--- src/hdl/rgbwc_pkg.sv ---
package rgbwc_pkg;

    // Default geometry and number format
    localparam int MAX_IMAGE_WIDTH = 2048;
    localparam int MAX_KERNEL      = 5;
    localparam int COEF_FRAC_BITS  = 8;

    // Fixed field widths
    localparam int CH_W    = 8;
    localparam int PIX_W   = 3 * CH_W;
    localparam int COEF_W  = 12;
    localparam int CFG_W   = 60;
    localparam int IDX_W   = 3;
    localparam int KDIM_W  = 3;
    localparam int IMGW_W  = 12;
    localparam int ROW_W   = 16;
    localparam int PROD_W  = CH_W + 1 + COEF_W;
    localparam int SUM_W   = PROD_W + 7;

    // Register indexes
    localparam logic [IDX_W-1:0] REG_KERNEL_WIDTH  = 3'd0;
    localparam logic [IDX_W-1:0] REG_KERNEL_HEIGHT = 3'd1;
    localparam logic [IDX_W-1:0] REG_IMAGE_WIDTH   = 3'd2;
    localparam logic [IDX_W-1:0] REG_COEF_ROW0     = 3'd3;
    localparam logic [IDX_W-1:0] REG_COEF_ROW1     = 3'd4;
    localparam logic [IDX_W-1:0] REG_COEF_ROW2     = 3'd5;
    localparam logic [IDX_W-1:0] REG_COEF_ROW3     = 3'd6;
    localparam logic [IDX_W-1:0] REG_COEF_ROW4     = 3'd7;

    // Reset values
    localparam logic [KDIM_W-1:0] KERNEL_DIM_RESET  = 3'd3;
    localparam logic [IMGW_W-1:0] IMAGE_WIDTH_RESET = 12'd640;
    localparam logic [CFG_W-1:0]  COEF_ROW1_RESET   = 60'd1048576;

    localparam logic [CH_W-1:0] CH_MAX = 8'd255;

    // Per-cycle control handed to every window cell
    typedef struct packed {
        logic shift;    // take the neighbour's pixel
        logic advance;  // register a fresh product
    } cell_ctrl_t;

endpackage

--- src/hdl/rgbwc_cell.sv ---
module rgbwc_cell (
    input  logic                                    aclk,
    input  rgbwc_pkg::cell_ctrl_t                   ctrl,
    input  logic [rgbwc_pkg::PIX_W-1:0]             pix_in,
    input  logic signed [rgbwc_pkg::COEF_W-1:0]     weight,
    output logic [rgbwc_pkg::PIX_W-1:0]             pix_out,
    output logic signed [rgbwc_pkg::PROD_W-1:0]     prod_r,
    output logic signed [rgbwc_pkg::PROD_W-1:0]     prod_g,
    output logic signed [rgbwc_pkg::PROD_W-1:0]     prod_b
);

    localparam int CW = rgbwc_pkg::CH_W;

    logic [rgbwc_pkg::PIX_W-1:0]         pix_reg;
    logic signed [rgbwc_pkg::PROD_W-1:0] prod_r_reg, prod_g_reg, prod_b_reg;

    always_ff @(posedge aclk) begin
        if (ctrl.shift) begin
            pix_reg <= pix_in;
        end
        if (ctrl.advance) begin
            prod_r_reg <= $signed({1'b0, pix_reg[3*CW-1:2*CW]}) * weight;
            prod_g_reg <= $signed({1'b0, pix_reg[2*CW-1:CW]}) * weight;
            prod_b_reg <= $signed({1'b0, pix_reg[CW-1:0]}) * weight;
        end
    end

    assign pix_out = pix_reg;
    assign prod_r  = prod_r_reg;
    assign prod_g  = prod_g_reg;
    assign prod_b  = prod_b_reg;

endmodule

--- config.mk ---
export PLATFORM = sky130hd
export DESIGN_NAME = rgbwc_cell
export DESIGN_NICKNAME = d
export VERILOG_FILES = /design/src/hdl/rgbwc_pkg.sv /design/src/hdl/rgbwc_cell.sv
export SDC_FILE = /design/constraint.sdc
export NUM_CORES = 1
export LEC_CHECK = 0
export ABC_AREA = 1
export ABC_CLOCK_PERIOD_IN_PS = 4800
export BUFFER_PORTS_ARGS = -buffer_cell sky130_fd_sc_hd__buf_2
export CAP_MARGIN = 20
export CORE_ASPECT_RATIO = 0.5
export CORE_MARGIN = 4
export CORE_UTILIZATION = 63
export CTS_CLUSTER_DIAMETER = 200
export DETAILED_ROUTE_END_ITERATION = 6
export PLACE_DENSITY = 0.92
export SYNTH_ARGS = -nofsm -noshare
export SYNTH_HDL_FRONTEND = slang
export SYNTH_SLANG_ARGS = --single-unit
--- constraint.sdc ---
create_clock -name aclk -period 4.8 [get_ports aclk]
set_clock_uncertainty 0.05 [all_clocks]
set_input_delay 0.48 -clock aclk [delete_from_list [all_inputs] [get_ports aclk]]
set_output_delay 0.48 -clock aclk [all_outputs]
set_load 0.02 [all_outputs]
### After elaboration in Yosys (flattened, before gate mapping)

Cells that the tools add are included.

| storage, ports and cells | value |
|---|---|
| register bits after elaboration | 87 |
| input bits | 39 |
| word-level logic and storage cells | 7 |
| output and inout bits | 87 |

| operators by class | value |
|---|---|
| multipliers | 3 |

Operators with widths:

| operator | number |
|---|---|
| $mul A9 B12 Y21 | 3 |

### Longest topological paths before layout

| logic depth | value |
|---|---|
| depth after elaboration | 1 |
| depth in mapped cells | 21 |
| gate-level depth less buffers | 20 |

### Worst setup path after synthesis

OpenSTA, ideal clock, no wires.

| path | value |
|---|---|
| kind | register to register |
| from | register pix_reg (netlist bit pix_out[18]) |
| to | register prod_r_reg (netlist bit prod_r[19]), data pin |
| data required time | 4.498 ns |
| clock period less this slack | 4.396 ns |
| cell stages (with the launch flop) | 17 |
| setup time | 0.252 ns |
| path buffers | 1 |
| path slack | 0.404 ns |
| data arrival time | 4.094 ns |
| path through | edfxtp_1 clkbuf_1 nand2_1 fa_1 inv_1 fa_1 inv_1 fa_1 fa_1 inv_1 ha_1 inv_2 nor3_2 and2_1 nand2_1 nand3_1 nand2_1 |

| between the ends | value |
|---|---|
| word-level cells in the longest chain between the ends | 1 |

RTL lines:

| what | RTL line | source |
|---|---|---|
| start: declaration | rgbwc_cell.sv:14 | `logic [rgbwc_pkg::PIX_W-1:0] pix_reg;` |
| start signal: assignment | rgbwc_cell.sv:19 | `pix_reg <= pix_in;` |
| $mul A9 B12 Y21 | rgbwc_cell.sv:22 | `prod_r_reg <= $signed({1'b0, pix_reg[3*CW-1:2*CW]}) * weight;` |
| end signal: assignment | rgbwc_cell.sv:22 |  |
| end: declaration | rgbwc_cell.sv:15 | `logic signed [rgbwc_pkg::PROD_W-1:0] prod_r_reg, prod_g_reg, prod_b_reg;` |

Every way passes these cells.
A chain may end at the register's enable or synchronous reset.

### Worst setup path in the final report

| path | value |
|---|---|
| from | register pix_reg (netlist bit pix_out[17]) |
| to | register prod_r_reg (netlist bit prod_r[20]), data pin |

Same word-level chain as after synthesis.

==> qor.txt <==
Synth Warn #: 0
Total wire length: 34.9 mm
Crit Path Category: reg2reg
Non-filler cells, final: 2,335
# hold bufs at CTS: 0
Post-place setup slack: -0.0744 ns
Die ar.: 26,000 sq um
Detailed-placement wirelength estimate: 27.2 mm
Core ar.: 22,900 sq um
H-Tree Depth: 3
Worst Path Arrival: 4.74 ns
Minimum clock period after layout: 4.65 ns
Fmax: 0.215 GHz
Grt met3 use: 6.28%
Setup crit start: pix_out[17]
Mapped Cells: 1,912
Die Y: 116 um
Initial DRC Count: 1,033
Unique masters post-synth: 24
Worst hold-check path type: in2reg
GRT met1 Usage: 33.7%
Crit share post-route: 96.9%
Syn Area/Cell: 7.69 sq um
CP Capture Type: flop
R2R Path End: prod_r[20]
PwrDens: 657 nW/um^2
Max reg flops: 24
Total CTS buffers: 9
Fin Setup TNS: 0 ns
Vias in the first global route: 12,600
Synth Register Bits: 87
Slew @ Worst Pin: 0.872 ns
PnR worst setup slack: 0.149 ns
Leading area contributor after synthesis: fa_1
Placed inst area: 15,700 sq um
FF-to-FF Start: pix_out[17]
Part of the Yosys area used for sequential elements: 17.8%
Clock Sinks: 87
RD Place Congestion: 0.908
Layout fillers: 1,604
CP Launch Type: flop
Overflow after GRT: 0
Layout cells sized above 1: 8.98%
Final Util: 69.8%
DR vias/cell: 5.14
Vias post-DR: 12,000
Worst hold slack: 0.227 ns
Final Max Tran Viols: 0
Placed cell count: 2,316
Effective utilization at floorplan: 64.3%
Synth Flop Type: edfxtp_1
Total track usage: 27.9%
CTS tree: yes
Crit path capture: prod_r[20]
Drt pass-1 iters: 6
Worst-case clock buffer depth: 2
Synth Net Count: 2,311
R2r setup slk: 0.15 ns
Number of flops mapped to enable cells by yosys: 87
Asr flop ratio synth: 0%
Input/output buffers: 125
Status: finished, final reports clean
Global Route met2 Usage: 49.6%
Max Cap Viol: 0
Relative slew slack: 41.9%
R2R cell count: 19
Peak VDD IR: 0.435 mV
Die W: 224 um
Pwr Total: 10.5 mW
Routed length per instance: 14.9 um
Final Hold Vio Count: 0
Most common cell in the netlist: inv_1
Gr busiest metal: met2
Clk slew on worst S/H paths: 0.07 ns
Final design instance area without fill: 16,000 sq um
Synth top area share: 31.9%
Post-synth top cells: inv_1 (642), nand2_1 (607), fa_1 (234)
Synth area leaders: fa_1 (32%), edfxtp_1 (18%), inv_1 (16%), nand2_1 (15%), ha_1 (11%)
Clock latency on the worst-skew pair: 0.37 ns
Ports: 126
Layout area overhead: 8.66%
Root buffer cell: clkbuf_16
# rows: 39
First-pass GRT wire length: 57.9 mm
Post-DRT Antenna Nets: 0
Post-Syn Area: 14,700 sq um
Final setup fails: 0
Antenna violations before repair: 0
Req. time, crit path: 4.89 ns
Largest net degree at the start of global routing: 64
Final net count: 2,421
Crit Path Max Fanout: 13
Leak: 9.98 nW
DRC viols: 0
[cell usage in the layout (no fill, tap or decap), types with 2 or more instances in the layout]
cell        netlist  routed
inv_1           642     642
edfxtp_1         87      87
clkbuf_16         0       9
nor3_2            4       4
nand3_1          48      48
ha_1            126     126
o21bai_1          2       2
nor2_1           22      22
fa_1            234     234
xor2_1           19      19
o21ai_0           4       4
buf_2             1     124
nand2_2          10      10
and2_1            8       8
buf_4             0      22
or2_1             2       2
nor3_1            4       4
a21oi_1          29      29
inv_2             2       2
nand4_1           8       8
a21oi_2           2       2
nand2_1         607     607
clkinv_4          0       2
xnor2_1           2       2
clkinvlp_4        0       2
[worst min path at each step]
stage	start	end	depth (start not counted)
4_1_cts	pix_in[15]	pix_out[15]	1
5_1_grt	pix_in[14]	pix_out[14]	1
3_3_place_gp	pix_in[13]	pix_out[13]	1
2_1_floorplan	pix_in[0]	pix_out[0]	0
3_5_place_dp	pix_in[6]	pix_out[6]	1
6_report	pix_in[20]	pix_out[20]	1
[what timing repair did]
item	CTS	global route
setup buffers	0	2
endpoints found under the setup margin	0	5
resized for setup	0	1
[final cells by class]
type	instances	area [sq um]	area share, %
diodes	1	2.50	0.0157
multi-input cells	1133	9500	59.4
well taps	307	384	2.40
flip-flops and latches	87	2610	16.3
inverters	644	2420	15.1
repair buffers	147	793	4.96
clock buffers	10	229	1.43
clock inverters	6	46.3	0.290
[logic make-up after synthesis]
family                   Yosys count  share of synthesized area (%)
adder cells (fa/ha/maj)          360                           42.6
XOR/XNOR                          21                           1.25
AND/OR/NAND/NOR                  715                           19.4
AO/OA/AOI/OAI                     37                           1.34
flip-flops                        87                           17.8
buffers and inverters            692                           17.7
[worst max-delay path, stage by stage, from the launching register on]
cell	delay, ns
edfxtp_1	0.67
nand2_1	0.21
fa_1	0.51
buf_4	0.18
fa_1	0.49
inv_1	0.09
fa_1	0.61
inv_1	0.07
fa_1	0.48
inv_1	0.05
ha_1	0.36
nand2_1	0.12
inv_1	0.06
nand2_1	0.05
inv_1	0.05
and2_1	0.15
nand2_1	0.07
nand2_1	0.05
nand2_1	0.06
nand2_1	0.05
[layer usage]
layer	vias up	wire, um	part of all wire [%]
met3	120	2830	8.1
met2	546	16900	49
met4	0	1300	3.7
met5	-	0	0
met1	5733	13800	40
li1	5604	-	-
[where the power goes]
part           internal [mW]  switching, mW  leakage (nW)  total, mW
clock network          0.354          0.343         0.129      0.697
registers               1.44          0.120         0.857       1.56
logic                   2.95           5.30          8.99       8.25
total                   4.74           5.76          9.98       10.5
(Power assumes the default switching activity.)
